==> src/rtl/core/ecr_pkg.sv <==
// shared constants and tables for the elevation colour ramp
`default_nettype none

package ecr_pkg;

	localparam int FRACTION_BITS_DEF = 16;

	localparam int PITCH_W    = 17;
	localparam int CHAN_W     = 8;
	localparam int CFG_IDX_W  = 2;
	localparam int CFG_DATA_W = 32;

	// clamped pitch range, 0 to 90 degrees in 1/256 degree units
	localparam logic [14:0] PITCH_FULL = 15'd23040;

	localparam logic [1:0] MODE_SINGLE    = 2'd0;
	localparam logic [1:0] MODE_GRADIENT  = 2'd1;
	localparam logic [1:0] MODE_REALISTIC = 2'd2;

	localparam logic [CFG_IDX_W-1:0] REG_COLOR_MODE = 2'd0;
	localparam logic [CFG_IDX_W-1:0] REG_COLOR_A    = 2'd1;
	localparam logic [CFG_IDX_W-1:0] REG_COLOR_B    = 2'd2;

	// realistic ramp: segment start positions and lengths
	localparam logic [14:0] SEG_BASE [4] = '{15'd0, 15'd3456, 15'd8064, 15'd13824};
	localparam logic [14:0] SEG_LEN  [4] = '{15'd3456, 15'd4608, 15'd5760, 15'd9216};

	localparam logic [7:0] STOP_RGB [5][3] = '{
		'{8'd255, 8'd100, 8'd40},
		'{8'd255, 8'd160, 8'd80},
		'{8'd255, 8'd220, 8'd150},
		'{8'd255, 8'd245, 8'd220},
		'{8'd255, 8'd253, 8'd245}
	};

endpackage

`default_nettype wire

==> src/rtl/core/ecr_if.sv <==
// channel interfaces of the elevation colour ramp
`default_nettype none

interface ecr_angle_if import ecr_pkg::*; ();
	logic                      valid;
	logic                      ready;
	logic signed [PITCH_W-1:0] pitch;

	modport source (output valid, output pitch, input ready);
	modport sink (input valid, input pitch, output ready);
endinterface

interface ecr_color_if import ecr_pkg::*; ();
	logic              valid;
	logic              ready;
	logic [CHAN_W-1:0] red;
	logic [CHAN_W-1:0] green;
	logic [CHAN_W-1:0] blue;
	logic [CHAN_W-1:0] alpha;

	modport source (output valid, output red, output green, output blue, output alpha,
		input ready);
	modport sink (input valid, input red, input green, input blue, input alpha,
		output ready);
endinterface

interface ecr_cfg_if import ecr_pkg::*; ();
	logic                  valid;
	logic                  ready;
	logic [CFG_IDX_W-1:0]  index;
	logic [CFG_DATA_W-1:0] data;

	modport source (output valid, output index, output data, input ready);
	modport sink (input valid, input index, input data, output ready);
endinterface

`default_nettype wire

==> src/rtl/core/elevation_color_ramp.sv <==
// pitch to rgba colour ramp, pipelined evaluator
//
//  channel | dir | payload                  | beat when
//  --------+-----+--------------------------+------------------------
//  angle   | in  | pitch                    | angle.valid && angle.ready
//  color   | out | red, green, blue, alpha  | color.valid && color.ready
//  cfg     | in  | index, data              | cfg.valid (ready tied high)
//
// one beat per cycle sustained while color.ready stays high
// the elevation divide retires up to four quotient bits per stage over FRACTION_BITS + 1 bits
// reset clears the config registers to zero and empties every stage
// each stage holds while the one after it is full and stalled; bubbles close up
`default_nettype none

module elevation_color_ramp import ecr_pkg::*; #(
	parameter int FRACTION_BITS = FRACTION_BITS_DEF
) (
	input  wire         clk,
	input  wire         arst_n,
	ecr_angle_if.sink   angle,
	ecr_color_if.source color,
	ecr_cfg_if.sink     cfg
);

	localparam int QW         = FRACTION_BITS + 1;
	localparam int TW         = FRACTION_BITS + 2;
	localparam int SQW        = 2 * QW;
	localparam int PW         = QW + TW;
	localparam int AW         = FRACTION_BITS + 12;
	localparam int DIV_STEPS  = 4;
	localparam int DIV_STAGES = (QW + DIV_STEPS - 1) / DIV_STEPS;

	localparam logic [QW-1:0]  ONE     = {1'b1, {FRACTION_BITS{1'b0}}};
	localparam logic [TW-1:0]  THREE   = TW'(3) << FRACTION_BITS;
	localparam logic [SQW-1:0] HALF_SQ = SQW'(1) << (FRACTION_BITS - 1);
	localparam logic [PW-1:0]  HALF_W  = PW'(1) << (FRACTION_BITS - 1);
	localparam logic [AW-1:0]  HALF_A  = AW'(1) << (FRACTION_BITS - 1);

	// config registers
	logic [1:0]  mode_q;
	logic [31:0] color_a_q;
	logic [31:0] color_b_q;

	assign cfg.ready = 1'b1;

	always_ff @(posedge clk or negedge arst_n) begin
		if (!arst_n) begin
			mode_q    <= MODE_SINGLE;
			color_a_q <= '0;
			color_b_q <= '0;
		end else if (cfg.valid) begin
			unique case (cfg.index)
				REG_COLOR_MODE: mode_q    <= cfg.data[1:0];
				REG_COLOR_A:    color_a_q <= cfg.data;
				REG_COLOR_B:    color_b_q <= cfg.data;
				default: ;
			endcase
		end
	end

	// pipeline registers
	logic              v_s1;
	logic [14:0]       num_s1;
	logic [14:0]       den_s1;
	logic [1:0]        seg_s1;
	logic [1:0]        mode_s1;

	logic              vld_s2  [DIV_STAGES];
	logic [15:0]       rem_s2  [DIV_STAGES];
	logic [QW-1:0]     quo_s2  [DIV_STAGES];
	logic [14:0]       den_s2  [DIV_STAGES];
	logic [1:0]        seg_s2  [DIV_STAGES];
	logic [1:0]        mode_s2 [DIV_STAGES];

	logic              v_s3;
	logic [QW-1:0]     e_s3;
	logic [1:0]        seg_s3;
	logic [1:0]        mode_s3;

	logic              v_s4;
	logic [QW-1:0]     e_s4;
	logic [QW-1:0]     e2_s4;
	logic [1:0]        seg_s4;
	logic [1:0]        mode_s4;

	logic              v_s5;
	logic [TW-1:0]     w_s5;
	logic [CHAN_W-1:0] c0_s5 [4];
	logic [CHAN_W-1:0] c1_s5 [4];

	logic              v_s6;
	logic [CHAN_W-1:0] chan_s6 [4];

	// stage enables, back to front
	logic en_s1;
	logic en_s2 [DIV_STAGES];
	logic en_s3;
	logic en_s4;
	logic en_s5;
	logic en_s6;

	always_comb begin
		logic chain;
		en_s6 = !v_s6 || color.ready;
		en_s5 = !v_s5 || en_s6;
		en_s4 = !v_s4 || en_s5;
		en_s3 = !v_s3 || en_s4;
		chain = en_s3;
		for (int g = DIV_STAGES - 1; g >= 0; g--) begin
			en_s2[g] = !vld_s2[g] || chain;
			chain    = en_s2[g];
		end
		en_s1 = !v_s1 || chain;
	end

	assign angle.ready = en_s1;

	// stage 1: clamp, segment pick, numerator and divisor
	logic [14:0] p_c;
	logic [1:0]  seg_c;
	logic [14:0] num_c;
	logic [14:0] den_c;

	always_comb begin
		if (angle.pitch[PITCH_W-1]) begin
			p_c = '0;
		end else if (angle.pitch[PITCH_W-2:0] > 16'(PITCH_FULL)) begin
			p_c = PITCH_FULL;
		end else begin
			p_c = angle.pitch[14:0];
		end
		// a pitch on an inner stop stays in the lower segment
		seg_c = '0;
		for (int s = 1; s < 4; s++) begin
			if (p_c > SEG_BASE[s]) begin
				seg_c = 2'(s);
			end
		end
		if (mode_q == MODE_REALISTIC) begin
			num_c = p_c - SEG_BASE[seg_c];
			den_c = SEG_LEN[seg_c];
		end else begin
			num_c = p_c;
			den_c = PITCH_FULL;
		end
	end

	// stage 2: restoring divide, quotient bits shift in msb first
	logic          vld_in  [DIV_STAGES];
	logic [15:0]   rem_in  [DIV_STAGES];
	logic [QW-1:0] quo_in  [DIV_STAGES];
	logic [14:0]   den_in  [DIV_STAGES];
	logic [1:0]    seg_in  [DIV_STAGES];
	logic [1:0]    mode_in [DIV_STAGES];
	logic [15:0]   rem_nx  [DIV_STAGES];
	logic [QW-1:0] quo_nx  [DIV_STAGES];

	always_comb begin
		vld_in[0]  = v_s1;
		rem_in[0]  = {1'b0, num_s1};
		quo_in[0]  = '0;
		den_in[0]  = den_s1;
		seg_in[0]  = seg_s1;
		mode_in[0] = mode_s1;
		for (int g = 1; g < DIV_STAGES; g++) begin
			vld_in[g]  = vld_s2[g-1];
			rem_in[g]  = rem_s2[g-1];
			quo_in[g]  = quo_s2[g-1];
			den_in[g]  = den_s2[g-1];
			seg_in[g]  = seg_s2[g-1];
			mode_in[g] = mode_s2[g-1];
		end
	end

	always_comb begin
		logic [15:0]   r;
		logic [QW-1:0] q;
		for (int g = 0; g < DIV_STAGES; g++) begin
			r = rem_in[g];
			q = quo_in[g];
			for (int j = 0; j < DIV_STEPS; j++) begin
				if (g * DIV_STEPS + j <= FRACTION_BITS) begin
					// the first step takes the integer bit, so no shift there
					if (g * DIV_STEPS + j != 0) begin
						r = {r[14:0], 1'b0};
					end
					if (r >= {1'b0, den_in[g]}) begin
						r = r - {1'b0, den_in[g]};
						q = {q[QW-2:0], 1'b1};
					end else begin
						q = {q[QW-2:0], 1'b0};
					end
				end
			end
			rem_nx[g] = r;
			quo_nx[g] = q;
		end
	end

	// stage 3: round the quotient to nearest
	logic [QW-1:0] e_c;

	always_comb begin
		e_c = quo_s2[DIV_STAGES-1];
		if (rem_s2[DIV_STAGES-1] + 16'(den_s2[DIV_STAGES-1] >> 1) >=
				16'(den_s2[DIV_STAGES-1])) begin
			e_c = e_c + QW'(1);
		end
	end

	// stage 4: e squared
	logic [SQW-1:0] sq_c;
	assign sq_c = SQW'(e_s3) * SQW'(e_s3) + HALF_SQ;

	// stage 5: smoothstep weight and channel end values
	logic [TW-1:0]     thr_c;
	logic [PW-1:0]     wp_c;
	logic [CHAN_W-1:0] c0_c [4];
	logic [CHAN_W-1:0] c1_c [4];

	assign thr_c = THREE - {e_s4, 1'b0};
	assign wp_c  = PW'(e2_s4) * PW'(thr_c) + HALF_W;

	always_comb begin
		for (int k = 0; k < 4; k++) begin
			case (mode_s4)
				MODE_GRADIENT: begin
					c0_c[k] = color_a_q[31 - 8 * k -: 8];
					c1_c[k] = color_b_q[31 - 8 * k -: 8];
				end
				MODE_REALISTIC: begin
					if (k < 3) begin
						c0_c[k] = STOP_RGB[seg_s4][k];
						c1_c[k] = STOP_RGB[3'(seg_s4) + 3'd1][k];
					end else begin
						c0_c[k] = 8'hFF;
						c1_c[k] = 8'hFF;
					end
				end
				// single colour and the unused code: equal ends give color_a
				default: begin
					c0_c[k] = color_a_q[31 - 8 * k -: 8];
					c1_c[k] = color_a_q[31 - 8 * k -: 8];
				end
			endcase
		end
	end

	// stage 6: per-channel blend lanes
	logic [CHAN_W-1:0] chan_c [4];

	always_comb begin
		logic signed [8:0]    dlt;
		logic signed [TW:0]   ws;
		logic signed [AW-1:0] acc;
		ws = $signed({1'b0, w_s5});
		for (int k = 0; k < 4; k++) begin
			dlt = $signed({1'b0, c1_s5[k]}) - $signed({1'b0, c0_s5[k]});
			acc = $signed(AW'({c0_s5[k], {FRACTION_BITS{1'b0}}})) + AW'(dlt) * AW'(ws)
				+ $signed(HALF_A);
			chan_c[k] = acc[FRACTION_BITS +: CHAN_W];
		end
	end

	// valid bits
	always_ff @(posedge clk or negedge arst_n) begin
		if (!arst_n) begin
			v_s1 <= 1'b0;
			for (int g = 0; g < DIV_STAGES; g++) begin
				vld_s2[g] <= 1'b0;
			end
			v_s3 <= 1'b0;
			v_s4 <= 1'b0;
			v_s5 <= 1'b0;
			v_s6 <= 1'b0;
		end else begin
			if (en_s1) begin
				v_s1 <= angle.valid;
			end
			for (int g = 0; g < DIV_STAGES; g++) begin
				if (en_s2[g]) begin
					vld_s2[g] <= vld_in[g];
				end
			end
			if (en_s3) begin
				v_s3 <= vld_s2[DIV_STAGES-1];
			end
			if (en_s4) begin
				v_s4 <= v_s3;
			end
			if (en_s5) begin
				v_s5 <= v_s4;
			end
			if (en_s6) begin
				v_s6 <= v_s5;
			end
		end
	end

	// payload
	always_ff @(posedge clk) begin
		if (en_s1) begin
			num_s1  <= num_c;
			den_s1  <= den_c;
			seg_s1  <= seg_c;
			mode_s1 <= mode_q;
		end
		for (int g = 0; g < DIV_STAGES; g++) begin
			if (en_s2[g]) begin
				rem_s2[g]  <= rem_nx[g];
				quo_s2[g]  <= quo_nx[g];
				den_s2[g]  <= den_in[g];
				seg_s2[g]  <= seg_in[g];
				mode_s2[g] <= mode_in[g];
			end
		end
		if (en_s3) begin
			e_s3    <= e_c;
			seg_s3  <= seg_s2[DIV_STAGES-1];
			mode_s3 <= mode_s2[DIV_STAGES-1];
		end
		if (en_s4) begin
			e_s4    <= e_s3;
			e2_s4   <= sq_c[FRACTION_BITS +: QW];
			seg_s4  <= seg_s3;
			mode_s4 <= mode_s3;
		end
		if (en_s5) begin
			w_s5 <= wp_c[FRACTION_BITS +: TW];
			for (int k = 0; k < 4; k++) begin
				c0_s5[k] <= c0_c[k];
				c1_s5[k] <= c1_c[k];
			end
		end
		if (en_s6) begin
			for (int k = 0; k < 4; k++) begin
				chan_s6[k] <= chan_c[k];
			end
		end
	end

	assign color.valid = v_s6;
	assign color.red   = chan_s6[0];
	assign color.green = chan_s6[1];
	assign color.blue  = chan_s6[2];
	assign color.alpha = chan_s6[3];

	// the input only stalls behind a full first stage
	a_ready_full: assert property (@(posedge clk) disable iff (!arst_n)
		!angle.ready |-> v_s1)
		else $error("input stalled with an empty first stage");

	a_rem_bound: assert property (@(posedge clk) disable iff (!arst_n)
		vld_s2[DIV_STAGES-1] |-> rem_s2[DIV_STAGES-1] < {1'b0, den_s2[DIV_STAGES-1]})
		else $error("divide remainder not below divisor");

	a_elev_bound: assert property (@(posedge clk) disable iff (!arst_n)
		v_s3 |-> e_s3 <= ONE)
		else $error("elevation above one");

	a_weight_bound: assert property (@(posedge clk) disable iff (!arst_n)
		v_s5 |-> w_s5 <= TW'(ONE))
		else $error("smoothstep weight above one");

endmodule

`default_nettype wire
==> src/flat_wrapper.sv <==
// flat-port wrapper written by rule: the top's interface ports become plain ports
module elevation_color_ramp_flat import ecr_pkg::*;
#(
	parameter int FRACTION_BITS = FRACTION_BITS_DEF
)
  (clk, arst_n, angle_valid, angle_pitch, angle_ready, color_valid, color_red, color_green, color_blue, color_alpha, color_ready, cfg_valid, cfg_index, cfg_data, cfg_ready);
  ecr_angle_if angle_i ();
  ecr_color_if color_i ();
  ecr_cfg_if cfg_i ();
  input  wire clk;
  input  wire arst_n;
  input wire logic [$bits(angle_i.valid)-1:0] angle_valid;
  input wire logic [$bits(angle_i.pitch)-1:0] angle_pitch;
  output wire logic [$bits(angle_i.ready)-1:0] angle_ready;
  output wire logic [$bits(color_i.valid)-1:0] color_valid;
  output wire logic [$bits(color_i.red)-1:0] color_red;
  output wire logic [$bits(color_i.green)-1:0] color_green;
  output wire logic [$bits(color_i.blue)-1:0] color_blue;
  output wire logic [$bits(color_i.alpha)-1:0] color_alpha;
  input wire logic [$bits(color_i.ready)-1:0] color_ready;
  input wire logic [$bits(cfg_i.valid)-1:0] cfg_valid;
  input wire logic [$bits(cfg_i.index)-1:0] cfg_index;
  input wire logic [$bits(cfg_i.data)-1:0] cfg_data;
  output wire logic [$bits(cfg_i.ready)-1:0] cfg_ready;
  assign angle_i.valid = angle_valid;
  assign angle_i.pitch = angle_pitch;
  assign angle_ready = angle_i.ready;
  assign color_valid = color_i.valid;
  assign color_red = color_i.red;
  assign color_green = color_i.green;
  assign color_blue = color_i.blue;
  assign color_alpha = color_i.alpha;
  assign color_i.ready = color_ready;
  assign cfg_i.valid = cfg_valid;
  assign cfg_i.index = cfg_index;
  assign cfg_i.data = cfg_data;
  assign cfg_ready = cfg_i.ready;
  elevation_color_ramp #(.FRACTION_BITS(FRACTION_BITS)) u_core (.clk(clk), .arst_n(arst_n), .angle(angle_i), .color(color_i), .cfg(cfg_i));
endmodule
==> config.mk <==
export PLATFORM = sky130hd
export DESIGN_NAME = elevation_color_ramp_flat
export DESIGN_NICKNAME = d
export VERILOG_FILES = /design/src/rtl/core/ecr_pkg.sv /design/src/rtl/core/ecr_if.sv /design/src/rtl/core/elevation_color_ramp.sv /design/src/flat_wrapper.sv
export SDC_FILE = /design/constraint.sdc
export NUM_CORES = 2
export LEC_CHECK = 0
export BUFFER_PORTS_ARGS = -buffer_cell sky130_fd_sc_hd__buf_2
export CORE_UTILIZATION = 55
export CTS_CLUSTER_SIZE = 28
export DETAILED_ROUTE_END_ITERATION = 6
export PLACE_DENSITY = 0.71
export SLEW_MARGIN = 10
export SYNTH_ARGS = -nofsm -noshare
export SYNTH_HDL_FRONTEND = slang
export SYNTH_SLANG_ARGS = --single-unit
==> constraint.sdc <==
create_clock -name clk -period 22.5 [get_ports clk]
set_input_delay 3.375 -clock clk [delete_from_list [all_inputs] [get_ports clk]]
set_output_delay 3.375 -clock clk [all_outputs]
set_load 0.02 [all_outputs]
==> results.json <==
{
  "start_kind": "register",
  "wire_per_inst_um": 18.0,
  "critPathSlowestCell": "nor4_4",
  "tns_ns": 0,
  "drt_drc_violations_left": 0,
  "rr_startpoint": "u_core.den_s1[12]",
  "viasPerCell": 5.51,
  "synth_cell_types": 90,
  "ys_seq_area_frac": 0.212,
  "critPathRequiredTime_ns": 22.87,
  "antenna_found_initial": 10,
  "synthXorXnorAreaFrac": 0.0361,
  "multiInputGateArea_um2": 41800,
  "synth_top_area_frac": 0.305,
  "clock-sinks": 432,
  "fillers": 9045,
  "dp_hpwl_mm": 101,
  "clk_latency_ns": 0.62,
  "cpLargestDelayFamily": "compound AO/OA/AOI/OAI gates",
  "io_pins": 91,
  "syn_avg_cell_area_um2": 9.93,
  "ys_warn_count": 0,
  "grt_pass1_vias": 43400,
  "place_congestion": 0.873,
  "max_stage_delay_ns": 0.60,
  "wl_mm": 134,
  "cts_tree": "yes",
  "drt_iter0_drc": 2545,
  "crit_fanout": 11,
  "fmax_ghz": 0.0969,
  "netlist_area_um2": 59400,
  "cap_viol_max_count": 0,
  "clk_pin_slew_worst_paths_ns": 0.07,
  "slew_headroom": 0.242,
  "setup_viol": 0,
  "yosys.area_share.simple": 0.145,
  "hold_buffers": 0,
  "synthTopCellsByArea": "fa_1 30%, edfxtp_1 18%, ha_1 12%",
  "grt_overflow": 0,
  "min_from": "u_core.mode_s2[2][1]",
  "tightest_slew_ns": 1.13,
  "endpoint_kind": "register",
  "synth-seq-cells": 432,
  "die_width_um": 331,
  "drive_gt1_frac": 0.0791,
  "ys.flop_type": "edfxtp_1",
  "ant_nets": 0,
  "synth_async_sr_flop_share": 0.176,
  "rows": 120,
  "hold_violations": 0,
  "grt_pass1_wl_mm": 223,
  "synth_top_area_cell": "fa_1",
  "fin_crit_ns": 10.32,
  "synthAdderAreaFrac": 0.428,
  "period_share": 0.459,
  "grt_usage": 0.257,
  "synth_edf_count": 356,
  "crit_start": "u_core.den_s1[12]",
  "initial_core_util": 0.555,
  "outcome": "finished, final reports clean",
  "root_buffer": "clkbuf_16",
  "synth_top_family_by_area": "adder cells",
  "arrival_ns": 10.69,
  "numCtsBuffers": 48,
  "rsz0062_at_grt": "no",
  "postCtsSetupBuffers": 0,
  "regArea_um2": 12600,
  "h-tree-depth": 2,
  "cpMostUsedCell": "ha_1",
  "synth-compound-area-share": 0.0653,
  "clock_skew_ns": 0.0290,
  "dr.pass1.iters": 5,
  "core-area_um2": 107000,
  "synthCells": 5983,
  "port_buffers": 89,
  "ctsResizeCount": 0,
  "fin_nets": 7539,
  "syn-num-nets": 7530,
  "synthMuxAreaShare": 0.0273,
  "synth_common_cells": "1160 x inv_1, 905 x fa_1, 646 x nand2_1",
  "die_height_um": 331,
  "synth_most_common_cell": "inv_1",
  "rrSetupSlack_ns": 12.18,
  "hold_path_class": "reg2reg",
  "cts.path.max_buffers": 3,
  "vias": 41000,
  "maxSlewViolCount": 0,
  "crit_buf_inv": 2,
  "syn2layout_area_growth_pct": 6.42,
  "dieArea_um2": 109000,
  "critPathKind": "reg2reg",
  "grt_max_degree": 77
}
-- state kept, by name, indices dropped and copies added, names as in the netlist, 10 cells and up --
register          cells
u_core.quo_s2        57
u_core.rem_s2        45
u_core.den_s2        35
u_core.c0_s5         32
u_core.c1_s5         32
u_core.chan_s6       32
u_core.color_a_q     32
u_core.color_b_q     32
u_core.w_s5          18
u_core.e2_s4         17
u_core.e_s3          17
u_core.e_s4          17
u_core.num_s1        15
u_core.mode_s2       10
u_core.seg_s2        10
-- worst paths after layout --
path,endpoint,depth (start not counted)
min in group asynchronous,u_core.mode_q[1],1
max in group asynchronous,u_core.color_a_q[16],1
setup reg to reg,u_core.rem_s2[0][11],34
hold reg to reg,u_core.mode_s2[3][1],0
setup / recovery,u_core.rem_s2[0][11],34
hold / removal,u_core.mode_s2[3][1],0
-- cells by family after synthesis --
logic type | Yosys count
AO/OA/AOI/OAI | 604
XOR/XNOR | 239
adder cells (fa/ha/maj) | 1491
buffers and inverters | 1368
flip-flops | 432
multiplexers | 145
other | 1
AND/OR/NAND/NOR | 1703
-- per-layer routing --
metal  share of wire  wire, um  track usage  vias up
met5        0.000097        13            0        -
met4           0.026      3440       0.0676        2
met3           0.058      7790       0.0273      231
met2            0.48     65000        0.434     1142
met1            0.43     58000        0.353    20700
li1                -         -            -    18900
-- per-stage QoR --
step	worst slack, ns	area (um2)	utilization	hold WS, ns	cells
after floorplan	12.85	59400	-	0.400	5983
after global placement	12.43	61600	0.575	0.401	7345
after detailed placement	12.20	61600	0.575	0.405	7345
after CTS	12.20	63200	0.591	0.412	7435
after global routing	11.41	63200	0.591	0.426	7439
final	12.18	63200	0.591	0.417	7439
-- placed cells by master, fill, tap and decap left out, drive strengths merged, types with 20 or more instances in the layout --
cell type,netlist,final
a21o,57,57
xor2,61,61
xnor2,174,174
nor2,185,185
nand3,37,37
fa,905,905
a211oi,20,20
nor3,49,49
nand2b,133,133
mux2,132,132
edfxtp,356,356
o21a,44,44
inv,1162,1165
or2,53,53
a21oi,176,176
nor2b,56,56
buf,11,164
o21bai,20,20
clkbuf,194,63
and2,413,413
nand2,647,647
dfrtp,76,76
o21ai,144,144
ha,586,586
nand4,31,31
and3,20,20
-- final cells by class --
cell class / instances / share of cell area
repair buffers: 164 / 0.0160
diodes: 4 / 0.000158
flip-flops and latches: 432 / 0.199
well taps: 1403 / 0.0278
clock inverters: 27 / 0.00542
inverters: 1163 / 0.0690
multi-input cells: 4183 / 0.661
clock buffers: 63 / 0.0212
Power is left out: the tool's default activity adds up to more than one toggle a clock period on the data nets, which glitch-free logic cannot reach.
